## config.mk

```make
export PLATFORM = sky130hd
export DESIGN_NAME = integer_to_ascii_radix_core
export DESIGN_NICKNAME = d
export VERILOG_FILES = /design/src/rtl/itoa_pkg.sv /design/src/rtl/itoa_front.sv /design/src/rtl/itoa_fifo.sv /design/src/rtl/itoa_back.sv /design/src/rtl/integer_to_ascii_radix_core.sv
export SDC_FILE = /design/constraint.sdc
export NUM_CORES = 2
export LEC_CHECK = 0
export BUFFER_PORTS_ARGS = -buffer_cell sky130_fd_sc_hd__clkbuf_2
export CORE_ASPECT_RATIO = 1.75
export CORE_MARGIN = 2
export CORE_UTILIZATION = 40
export DETAILED_ROUTE_END_ITERATION = 12
export GPL_TIMING_DRIVEN = 0
export PLACE_DENSITY = 0.53
export SYNTH_ARGS = -nofsm -noshare
export SYNTH_HDL_FRONTEND = slang
export SYNTH_SLANG_ARGS = --single-unit
```

## constraint.sdc

```tcl
create_clock -name clk_i -period 21.7 [get_ports clk_i]
set_input_delay 4.34 -clock clk_i [delete_from_list [all_inputs] [get_ports clk_i]]
set_output_delay 4.34 -clock clk_i [all_outputs]
set_load 0.02 [all_outputs]
```

## src/rtl/itoa_pkg.sv

```systemverilog
// shared types and constants of the integer to ascii converter
package itoa_pkg;

  localparam int unsigned MAX_CHARS = 64;
  localparam int unsigned VAL_W     = 64;
  localparam int unsigned CAP_W     = 7;
  localparam logic [CAP_W-1:0] CAP_RESET = 7'd64;
  localparam int unsigned LEN_W     = $clog2(MAX_CHARS + 1);

  localparam int unsigned BCD_DIGITS = 20;
  localparam int unsigned BCD_W      = 4 * BCD_DIGITS;
  localparam int unsigned DD_BITS    = 4;
  localparam int unsigned DD_CYCLES  = VAL_W / DD_BITS;
  localparam int unsigned DD_CNT_W   = $clog2(DD_CYCLES);

  localparam int unsigned PTR_DIGITS = 12;

  localparam int unsigned QDEPTH = 2;
  localparam int unsigned QPTR_W = $clog2(QDEPTH);
  localparam int unsigned QCNT_W = $clog2(QDEPTH + 1);

  localparam logic [2:0] KIND_DEC    = 3'd0;
  localparam logic [2:0] KIND_BIN    = 3'd1;
  localparam logic [2:0] KIND_OCT    = 3'd2;
  localparam logic [2:0] KIND_HEX_UP = 3'd3;
  localparam logic [2:0] KIND_HEX_LO = 3'd4;
  localparam logic [2:0] KIND_PTR_UP = 3'd5;
  localparam logic [2:0] KIND_PTR_LO = 3'd6;

  typedef enum logic [1:0] {
    RADIX_DEC,
    RADIX_BIN,
    RADIX_OCT,
    RADIX_HEX
  } radix_e;

  typedef struct packed {
    logic [VAL_W-1:0] mag;
    logic             neg;
    radix_e           radix;
    logic             upper;
    logic             ptr;
  } job_t;

endpackage

```

## src/rtl/itoa_front.sv

```systemverilog
// front end: accepts input transactions and classifies them into jobs
module itoa_front (
  input  logic                        in_valid_i,
  output logic                        in_stall_o,
  input  logic [itoa_pkg::VAL_W-1:0]  value_i,
  input  logic                        is_signed_i,
  input  logic [2:0]                  kind_i,
  input  logic                        q_full_i,
  output logic                        q_push_o,
  output itoa_pkg::job_t              q_job_o
);

  logic             ptr;
  logic             upper;
  logic             neg;
  itoa_pkg::radix_e radix;

  always_comb begin
    ptr   = (kind_i == itoa_pkg::KIND_PTR_UP) || (kind_i == itoa_pkg::KIND_PTR_LO);
    upper = (kind_i == itoa_pkg::KIND_PTR_UP) || (kind_i == itoa_pkg::KIND_HEX_UP);
    neg   = !ptr && is_signed_i && value_i[itoa_pkg::VAL_W-1];
    unique case (kind_i)
      itoa_pkg::KIND_BIN:    radix = itoa_pkg::RADIX_BIN;
      itoa_pkg::KIND_OCT:    radix = itoa_pkg::RADIX_OCT;
      itoa_pkg::KIND_HEX_UP,
      itoa_pkg::KIND_HEX_LO,
      itoa_pkg::KIND_PTR_UP,
      itoa_pkg::KIND_PTR_LO: radix = itoa_pkg::RADIX_HEX;
      default:               radix = itoa_pkg::RADIX_DEC;
    endcase
  end

  assign q_job_o.mag   = neg ? (~value_i + itoa_pkg::VAL_W'(1)) : value_i;
  assign q_job_o.neg   = neg;
  assign q_job_o.radix = radix;
  assign q_job_o.upper = upper;
  assign q_job_o.ptr   = ptr;

  assign q_push_o   = in_valid_i && !q_full_i;
  assign in_stall_o = q_full_i;

endmodule

```

## src/rtl/itoa_fifo.sv

```systemverilog
// short job queue between front end and back end
module itoa_fifo (
  input  logic           clk_i,
  input  logic           rst_ni,
  input  logic           push_i,
  input  itoa_pkg::job_t job_i,
  output logic           full_o,
  input  logic           pop_i,
  output logic           empty_o,
  output itoa_pkg::job_t job_o
);

  itoa_pkg::job_t                    mem_q [itoa_pkg::QDEPTH];
  logic [itoa_pkg::QPTR_W-1:0]       wr_ptr_q, wr_ptr_d;
  logic [itoa_pkg::QPTR_W-1:0]       rd_ptr_q, rd_ptr_d;
  logic [itoa_pkg::QCNT_W-1:0]       cnt_q, cnt_d;
  logic                              do_push;
  logic                              do_pop;

  assign full_o  = (cnt_q == itoa_pkg::QCNT_W'(itoa_pkg::QDEPTH));
  assign empty_o = (cnt_q == '0);
  assign job_o   = mem_q[rd_ptr_q];
  assign do_push = push_i && !full_o;
  assign do_pop  = pop_i && !empty_o;

  always_comb begin
    wr_ptr_d = wr_ptr_q;
    rd_ptr_d = rd_ptr_q;
    cnt_d    = cnt_q;
    if (do_push) begin
      wr_ptr_d = (wr_ptr_q == itoa_pkg::QPTR_W'(itoa_pkg::QDEPTH - 1)) ? '0
               : wr_ptr_q + itoa_pkg::QPTR_W'(1);
    end
    if (do_pop) begin
      rd_ptr_d = (rd_ptr_q == itoa_pkg::QPTR_W'(itoa_pkg::QDEPTH - 1)) ? '0
               : rd_ptr_q + itoa_pkg::QPTR_W'(1);
    end
    if (do_push && !do_pop) begin
      cnt_d = cnt_q + itoa_pkg::QCNT_W'(1);
    end else if (do_pop && !do_push) begin
      cnt_d = cnt_q - itoa_pkg::QCNT_W'(1);
    end
  end

  always_ff @(posedge clk_i or negedge rst_ni) begin
    if (!rst_ni) begin
      wr_ptr_q <= '0;
      rd_ptr_q <= '0;
      cnt_q    <= '0;
    end else begin
      wr_ptr_q <= wr_ptr_d;
      rd_ptr_q <= rd_ptr_d;
      cnt_q    <= cnt_d;
    end
  end

  always_ff @(posedge clk_i) begin
    if (do_push) begin
      mem_q[wr_ptr_q] <= job_i;
    end
  end

endmodule

```

## src/rtl/itoa_back.sv

```systemverilog
// back end: digit generation into a character stack, then output in order
module itoa_back (
  input  logic                        clk_i,
  input  logic                        rst_ni,
  input  logic                        q_empty_i,
  input  itoa_pkg::job_t              q_job_i,
  output logic                        q_pop_o,
  input  logic [itoa_pkg::LEN_W-1:0]  cap_i,
  output logic                        out_valid_o,
  input  logic                        out_stall_i,
  output logic [7:0]                  character_o,
  output logic                        last_o
);

  localparam logic [7:0] CH_ZERO  = 8'h30;
  localparam logic [7:0] CH_MINUS = 8'h2D;
  localparam logic [7:0] CH_X_UP  = 8'h58;
  localparam logic [7:0] CH_X_LO  = 8'h78;
  localparam logic [7:0] CH_A_UP  = 8'h41;
  localparam logic [7:0] CH_A_LO  = 8'h61;

  typedef enum logic [2:0] {
    ST_IDLE,
    ST_CONV,
    ST_GEN,
    ST_PAD,
    ST_PFX_X,
    ST_PFX_0,
    ST_SIGN,
    ST_EMIT
  } state_e;

  function automatic logic [7:0] digit_char(input logic [3:0] d, input logic upper);
    logic [7:0] base;
    base = upper ? CH_A_UP : CH_A_LO;
    if (d < 4'd10) begin
      return CH_ZERO + {4'h0, d};
    end
    return base + {4'h0, d} - 8'd10;
  endfunction

  // double dabble over DD_BITS (four) input bits
  function automatic logic [itoa_pkg::BCD_W-1:0] dd_step(
    input logic [itoa_pkg::BCD_W-1:0]   bcd_in,
    input logic [itoa_pkg::DD_BITS-1:0] bits
  );
    logic [itoa_pkg::BCD_W-1:0] b;
    b = bcd_in;
    for (int s = 0; s < itoa_pkg::DD_BITS; s++) begin
      for (int g = 0; g < itoa_pkg::BCD_DIGITS; g++) begin
        if (b[4*g +: 4] >= 4'd5) begin
          b[4*g +: 4] = b[4*g +: 4] + 4'd3;
        end
      end
      b = {b[itoa_pkg::BCD_W-2:0], bits[itoa_pkg::DD_BITS-1-s]};
    end
    return b;
  endfunction

  state_e                           state_q, state_d;
  logic [itoa_pkg::LEN_W-1:0]       len_q, len_d;
  logic                             out_valid_q, out_valid_d;
  logic [7:0]                       char_q, char_d;
  logic                             last_q, last_d;

  logic [itoa_pkg::BCD_W-1:0]       work_q, work_d;
  logic [itoa_pkg::VAL_W-1:0]       bin_q, bin_d;
  logic [itoa_pkg::DD_CNT_W-1:0]    dd_cnt_q, dd_cnt_d;
  itoa_pkg::radix_e                 radix_q, radix_d;
  logic                             upper_q, upper_d;
  logic                             ptr_q, ptr_d;
  logic                             neg_q, neg_d;
  logic [7:0]                       stack_q [itoa_pkg::MAX_CHARS];

  logic                             take;
  logic                             push_req;
  logic                             push;
  logic [7:0]                       push_ch;
  logic                             load;
  logic [3:0]                       digit;
  logic [itoa_pkg::BCD_W-1:0]       rest;

  always_comb begin
    unique case (radix_q)
      itoa_pkg::RADIX_BIN: begin
        digit = {3'b000, work_q[0]};
        rest  = work_q >> 1;
      end
      itoa_pkg::RADIX_OCT: begin
        digit = {1'b0, work_q[2:0]};
        rest  = work_q >> 3;
      end
      default: begin
        digit = work_q[3:0];
        rest  = work_q >> 4;
      end
    endcase
  end

  assign take    = (state_q == ST_IDLE) && !q_empty_i;
  assign q_pop_o = take;
  assign load    = (state_q == ST_EMIT) && (len_q != '0) && (!out_valid_q || !out_stall_i);
  assign push    = push_req && (len_q < cap_i);

  always_comb begin
    state_d     = state_q;
    work_d      = work_q;
    bin_d       = bin_q;
    dd_cnt_d    = dd_cnt_q;
    radix_d     = radix_q;
    upper_d     = upper_q;
    ptr_d       = ptr_q;
    neg_d       = neg_q;
    push_req    = 1'b0;
    push_ch     = CH_ZERO;
    char_d      = char_q;
    last_d      = last_q;
    out_valid_d = out_valid_q && out_stall_i;

    unique case (state_q)
      ST_IDLE: begin
        if (take) begin
          radix_d = q_job_i.radix;
          upper_d = q_job_i.upper;
          ptr_d   = q_job_i.ptr;
          neg_d   = q_job_i.neg;
          if (q_job_i.radix == itoa_pkg::RADIX_DEC) begin
            bin_d    = q_job_i.mag;
            work_d   = '0;
            dd_cnt_d = '0;
            state_d  = ST_CONV;
          end else begin
            work_d  = itoa_pkg::BCD_W'(q_job_i.mag);
            state_d = ST_GEN;
          end
        end
      end
      ST_CONV: begin
        work_d   = dd_step(work_q, bin_q[itoa_pkg::VAL_W-1 -: itoa_pkg::DD_BITS]);
        bin_d    = bin_q << itoa_pkg::DD_BITS;
        dd_cnt_d = dd_cnt_q + itoa_pkg::DD_CNT_W'(1);
        if (dd_cnt_q == itoa_pkg::DD_CNT_W'(itoa_pkg::DD_CYCLES - 1)) begin
          state_d = ST_GEN;
        end
      end
      ST_GEN: begin
        push_req = 1'b1;
        push_ch  = digit_char(digit, upper_q);
        work_d   = rest;
        if (rest == '0) begin
          if (ptr_q) begin
            state_d = ST_PAD;
          end else if (neg_q) begin
            state_d = ST_SIGN;
          end else begin
            state_d = ST_EMIT;
          end
        end
      end
      ST_PAD: begin
        if ((len_q < itoa_pkg::LEN_W'(itoa_pkg::PTR_DIGITS)) && (len_q < cap_i)) begin
          push_req = 1'b1;
          push_ch  = CH_ZERO;
        end else begin
          state_d = ST_PFX_X;
        end
      end
      ST_PFX_X: begin
        push_req = 1'b1;
        push_ch  = upper_q ? CH_X_UP : CH_X_LO;
        state_d  = ST_PFX_0;
      end
      ST_PFX_0: begin
        push_req = 1'b1;
        push_ch  = CH_ZERO;
        state_d  = ST_EMIT;
      end
      ST_SIGN: begin
        push_req = 1'b1;
        push_ch  = CH_MINUS;
        state_d  = ST_EMIT;
      end
      ST_EMIT: begin
        if (load) begin
          char_d      = stack_q[0];
          last_d      = (len_q == itoa_pkg::LEN_W'(1));
          out_valid_d = 1'b1;
        end
        if ((len_q == '0) || (load && (len_q == itoa_pkg::LEN_W'(1)))) begin
          state_d = ST_IDLE;
        end
      end
      default: state_d = ST_IDLE;
    endcase

    len_d = len_q;
    if (push) begin
      len_d = len_q + itoa_pkg::LEN_W'(1);
    end else if (load) begin
      len_d = len_q - itoa_pkg::LEN_W'(1);
    end
  end

  always_ff @(posedge clk_i or negedge rst_ni) begin
    if (!rst_ni) begin
      state_q     <= ST_IDLE;
      len_q       <= '0;
      out_valid_q <= 1'b0;
      char_q      <= '0;
      last_q      <= 1'b0;
    end else begin
      state_q     <= state_d;
      len_q       <= len_d;
      out_valid_q <= out_valid_d;
      char_q      <= char_d;
      last_q      <= last_d;
    end
  end

  always_ff @(posedge clk_i) begin
    work_q   <= work_d;
    bin_q    <= bin_d;
    dd_cnt_q <= dd_cnt_d;
    radix_q  <= radix_d;
    upper_q  <= upper_d;
    ptr_q    <= ptr_d;
    neg_q    <= neg_d;
  end

  // character stack, top at entry zero
  always_ff @(posedge clk_i) begin
    if (push) begin
      stack_q[0] <= push_ch;
      for (int i = 1; i < itoa_pkg::MAX_CHARS; i++) begin
        stack_q[i] <= stack_q[i-1];
      end
    end else if (load) begin
      for (int i = 0; i < itoa_pkg::MAX_CHARS - 1; i++) begin
        stack_q[i] <= stack_q[i+1];
      end
    end
  end

  assign out_valid_o = out_valid_q;
  assign character_o = char_q;
  assign last_o      = last_q;

  a_len_bound: assert property (@(posedge clk_i) disable iff (!rst_ni)
    len_q <= itoa_pkg::LEN_W'(itoa_pkg::MAX_CHARS))
    else $error("character count beyond stack depth");

  a_last_empties: assert property (@(posedge clk_i) disable iff (!rst_ni)
    (load && (len_q == itoa_pkg::LEN_W'(1))) |=> (len_q == '0))
    else $error("stack not empty after last character");

  a_no_push_pop: assert property (@(posedge clk_i) disable iff (!rst_ni)
    !(push && load))
    else $error("stack push and pop in the same cycle");

  a_take_busy: assert property (@(posedge clk_i) disable iff (!rst_ni)
    take |=> (state_q != ST_IDLE))
    else $error("job taken but back end stayed idle");

endmodule

```

## src/rtl/integer_to_ascii_radix_core.sv

```systemverilog
// top level of the integer to ascii converter
// usage:
//   input channel: value_i, is_signed_i and kind_i move in one transaction when
//   in_valid_i is high and in_stall_o is low. kinds: decimal, binary, octal,
//   hex upper/lower, pointer upper/lower (at least 12 hex digits, 0X/0x prefix).
//   output channel: one ascii character per transaction on character_o, most
//   significant first, last_o set on the final one; taken when out_valid_o is
//   high and out_stall_i is low. a capacity of zero gives no characters.
//   cfg_we_i writes the capacity from cfg_wdata_i; write it only while idle.
//   flow: a two-entry job queue lets the front end take up to two items
//   while the back end works; the back end finishes one item before it takes
//   the next. per item it first converts binary to bcd (decimal only, four
//   bits per cycle), then generates the digits, then any padding, prefix or
//   sign characters, and then outputs the characters.
//   when the receiver stalls, the output register holds its character and
//   the back end waits; the queue fills and then in_stall_o rises.
//   reset empties the queue and output register and sets the capacity to 64.
module integer_to_ascii_radix_core (
  input  logic                           clk_i,
  input  logic                           rst_ni,
  input  logic                           cfg_we_i,
  input  logic [itoa_pkg::CAP_W-1:0]     cfg_wdata_i,
  input  logic                           in_valid_i,
  output logic                           in_stall_o,
  input  logic [itoa_pkg::VAL_W-1:0]     value_i,
  input  logic                           is_signed_i,
  input  logic [2:0]                     kind_i,
  output logic                           out_valid_o,
  input  logic                           out_stall_i,
  output logic [7:0]                     character_o,
  output logic                           last_o
);

  logic [itoa_pkg::CAP_W-1:0] cap_q, cap_d;
  logic [itoa_pkg::LEN_W-1:0] cap_eff;
  logic                       q_full;
  logic                       q_push;
  logic                       q_empty;
  logic                       q_pop;
  itoa_pkg::job_t             job_in;
  itoa_pkg::job_t             job_out;

  assign cap_d   = cfg_we_i ? cfg_wdata_i : cap_q;
  assign cap_eff = (cap_q > itoa_pkg::CAP_W'(itoa_pkg::MAX_CHARS))
                 ? itoa_pkg::LEN_W'(itoa_pkg::MAX_CHARS)
                 : itoa_pkg::LEN_W'(cap_q);

  always_ff @(posedge clk_i or negedge rst_ni) begin
    if (!rst_ni) begin
      cap_q <= itoa_pkg::CAP_RESET;
    end else begin
      cap_q <= cap_d;
    end
  end

  itoa_front u_front (
    .in_valid_i  (in_valid_i),
    .in_stall_o  (in_stall_o),
    .value_i     (value_i),
    .is_signed_i (is_signed_i),
    .kind_i      (kind_i),
    .q_full_i    (q_full),
    .q_push_o    (q_push),
    .q_job_o     (job_in)
  );

  itoa_fifo u_fifo (
    .clk_i   (clk_i),
    .rst_ni  (rst_ni),
    .push_i  (q_push),
    .job_i   (job_in),
    .full_o  (q_full),
    .pop_i   (q_pop),
    .empty_o (q_empty),
    .job_o   (job_out)
  );

  itoa_back u_back (
    .clk_i       (clk_i),
    .rst_ni      (rst_ni),
    .q_empty_i   (q_empty),
    .q_job_i     (job_out),
    .q_pop_o     (q_pop),
    .cap_i       (cap_eff),
    .out_valid_o (out_valid_o),
    .out_stall_i (out_stall_i),
    .character_o (character_o),
    .last_o      (last_o)
  );

endmodule
```

==> results.json <==
{
  "status": "complete, but fails checks",
  "violations": "max-capacitance violations, max-slew violations",
  "worstRegToRegCells": 16,
  "critPathMaxFanout": 6,
  "gp_congestion": 0.964,
  "grt_max_degree": 69,
  "finalSetupViolCount": 0,
  "first_iter_violations": 2031,
  "timing.final.crit_share": 0.316,
  "yosys_register_bits": 834,
  "holdCritPathClass": "reg2reg",
  "cts_resized": 0,
  "cts_tree": "built",
  "crit_type": "in2reg",
  "hpwl_um": 118000,
  "crit_arrival_ns": 7.31,
  "viasPerCell": 5.65,
  "io_pins": 91,
  "postPlaceCellArea_um2": 50400,
  "clk_latency_ns": 0.71,
  "seq_area_um2": 24900,
  "relSlewSlack": -0.0146,
  "antenna_left": 0,
  "syn_nets": 4828,
  "core_um2": 118000,
  "nFillCells": 11400,
  "tightestPinTransition_ns": 1.52,
  "cp_top_family": "simple AND/OR/NAND/NOR gates",
  "synth-seq-area-share": 0.523,
  "grtUsageTotal": 0.244,
  "critical_path_required_ns": 22.15,
  "wl_um": 151000,
  "drive_gt1_frac": 0.126,
  "area_growth_pct": 11.9,
  "grt-ovfl-total": 0,
  "drcViolationCount": 0,
  "final_cell_area_um2": 53200,
  "die_height_um": 460,
  "start_util": 0.402,
  "r2r_end": "u_back.work_q[22]$_DFFE_PP_",
  "fin_nets": 5021,
  "synthDominantCellAreaShare": 0.507,
  "yosys.area.top_type": "edfxtp_1",
  "hold_depth": 0,
  "ys_top_cells_by_count": "1051 x nand2_1, 803 x edfxtp_1, 279 x a21oi_1",
  "yosysMostFrequentCell": "nand2_1",
  "path_cells": "clkbuf_2, or4_4, nand4b_1, or3_4, nor3_4, nand3_2, nor4_4, and3b_1, buf_4, nand3b_1, a31oi_1",
  "max_freq_mhz": 146,
  "synth_edf_count": 803,
  "vias": 36300,
  "crit_path_start_kind": "input pin",
  "syn_inst": 4632,
  "maxSlewViolCount": 11,
  "finalCriticalPeriod_ns": 6.86,
  "cts_root_buffer": "clkbuf_16",
  "cts-hold-fix-buffers": 0,
  "grt_pass1_vias": 37400,
  "drt_first_pass_iters": 6,
  "fp-row-count": 167,
  "rr_startpoint": "u_back.work_q[16]$_DFFE_PP_",
  "cts_inserted_buffers": 84,
  "cp_slowest_cell": "or4_4",
  "fp.dieArea_um2": 122000,
  "synth_area_leaders": "edfxtp_1 51%, nand2_1 8.3%, mux2_2 6.4%",
  "yosysUniqueCellTypes": 99,
  "r2r_slack_ns": 16.43,
  "synth.cell_area_um2": 47600,
  "async_flop_share": 0.0372,
  "die_w_um": 265,
  "drv_cap": 1,
  "yosysWarnings": 0,
  "whs_endpoint": "u_back.stack_q[3][121]$_DFFE_PP_",
  "htree_levels": 3,
  "finalHoldViolations": 0,
  "clk_pin_slew_worst_paths_ns": 0.06,
  "cpPeakStageDelay_ns": 0.54,
  "cts_buffer_depth": 3,
  "synth_flop_cell": "edfxtp_1",
  "critPathCaptureType": "flop",
  "avgSynthCellArea_um2": 10.3,
  "cts_setup_buffers": 0,
  "cts.sink_count": 834,
  "multi_input_area_um2": 21200,
  "antenna_found_initial": 1,
  "post_drt_wl_per_cell_um": 23.5,
  "utilization": 0.450,
  "grt_first_pass_wirelength_um": 224000,
  "clock-skew-final_ns": 0.0368,
  "min-delay-start": "u_back.stack_q[3][113]$_DFFE_PP_",
  "tns_ns": 0,
  "io_buffers": 89,
  "rsz0062_at_grt": "no",
  "worst-path-buf-inv": 2
}
routing by layer:
metal  part of all wire  track usage
met1               0.34        0.231
met2               0.55        0.479
met3              0.033       0.0304
met4              0.079        0.175
met5                  0            0
worst register-to-register path: stages, from the launching register on:
cell,delay [ns]
edfxtp_1,0.60
inv_1,0.23
ha_1,0.28
and2b_1,0.29
o21ai_0,0.33
and2_1,0.22
inv_1,0.06
ha_1,0.29
o21ai_0,0.24
and2_1,0.28
nand2b_1,0.15
xnor2_1,0.85
inv_1,0.29
ha_1,0.37
o21ai_0,0.08
a31oi_1,0.11
a311o_1,0.37
stage by stage:
| stage | setup WS (ns) | instances | hold WS (ns) |
|---|---|---|---|
| CTS | 14.85 | 6413 | 0.452 |
| global route | 14.69 | 6414 | 0.460 |
| detailed placement | 14.11 | 6260 | 0.441 |
| global placement | -0.767 | 6242 | 0.427 |
| finish | 14.84 | 6414 | 0.449 |
| floorplan | 4.69 | 4632 | 0.422 |
logic make-up after synthesis:
family          Yosys count  share of synthesized area
compound gates         1048                      0.146
xor+xnor                100                     0.0184
fa+ha+maj               116                     0.0305
buf+inv                 390                     0.0317
flops                   834                      0.523
mux                     391                     0.0893
simple gates           1753                      0.161
how the worst max path moves through the flow:
stage | startpoint | to | slack, ns | cells past startpoint
after CTS | value_i[14] | u_fifo.mem_q[0][68]$_DFFE_PP_ | 14.85 | 11
after global placement | out_stall_i | u_back.stack_q[1][34]$_DFFE_PP_ | -0.77 | 4
after global routing | value_i[10] | u_fifo.mem_q[1][68]$_DFFE_PP_ | 14.69 | 11
final | value_i[14] | u_fifo.mem_q[0][68]$_DFFE_PP_ | 14.84 | 11
after detailed placement | value_i[14] | u_fifo.mem_q[0][68]$_DFFE_PP_ | 14.11 | 11
after floorplan | out_stall_i | u_back.stack_q[0][0]$_DFFE_PP_ | 4.69 | 3
layout make-up:
type / count / area share
antenna: 1 / 0.0000470
buffer: 249 / 0.0184
clock buffer: 102 / 0.0421
clock inverter: 51 / 0.0111
inverter: 141 / 0.00994
multi-input combinational: 3408 / 0.399
sequential: 834 / 0.468
tap: 1521 / 0.0357
timing repair buffer: 107 / 0.0162
flip-flops by register name, indices dropped and copies added, names as in the netlist:
register	flops
u_back.dd_cnt_q	4
u_back.neg_q	1
u_back.work_q	80
u_fifo.wr_ptr_q	1
u_back.out_valid_o	1
u_fifo.mem_q	138
u_back.stack_q	512
u_back.radix_q	2
u_back.last_o	1
cap_q	7
u_back.bin_q	64
u_back.len_q	7
u_back.ptr_q	1
u_fifo.rd_ptr_q	1
u_back.state_q	3
u_fifo.cnt_q	2
u_back.character_o	8
u_back.upper_q	1
cells in the final DEF (no fill, tap or decap), types with 61 or more instances in the layout:
cell	Yosys	final
o21ai_0	184	183
nor2_1	272	271
clkbuf_1	195	208
ha_1	116	116
nand2_1	1051	1051
mux2_2	270	270
a22oi_1	67	67
clkbuf_16	0	86
a21oi_1	279	279
clkbuf_2	5	94
a211oi_1	62	61
edfxtp_1	803	803
mux2i_1	121	121
inv_1	138	138
Power is not shown: default switching activity piles up to over one toggle a cycle in this logic, so the estimate is an artifact.
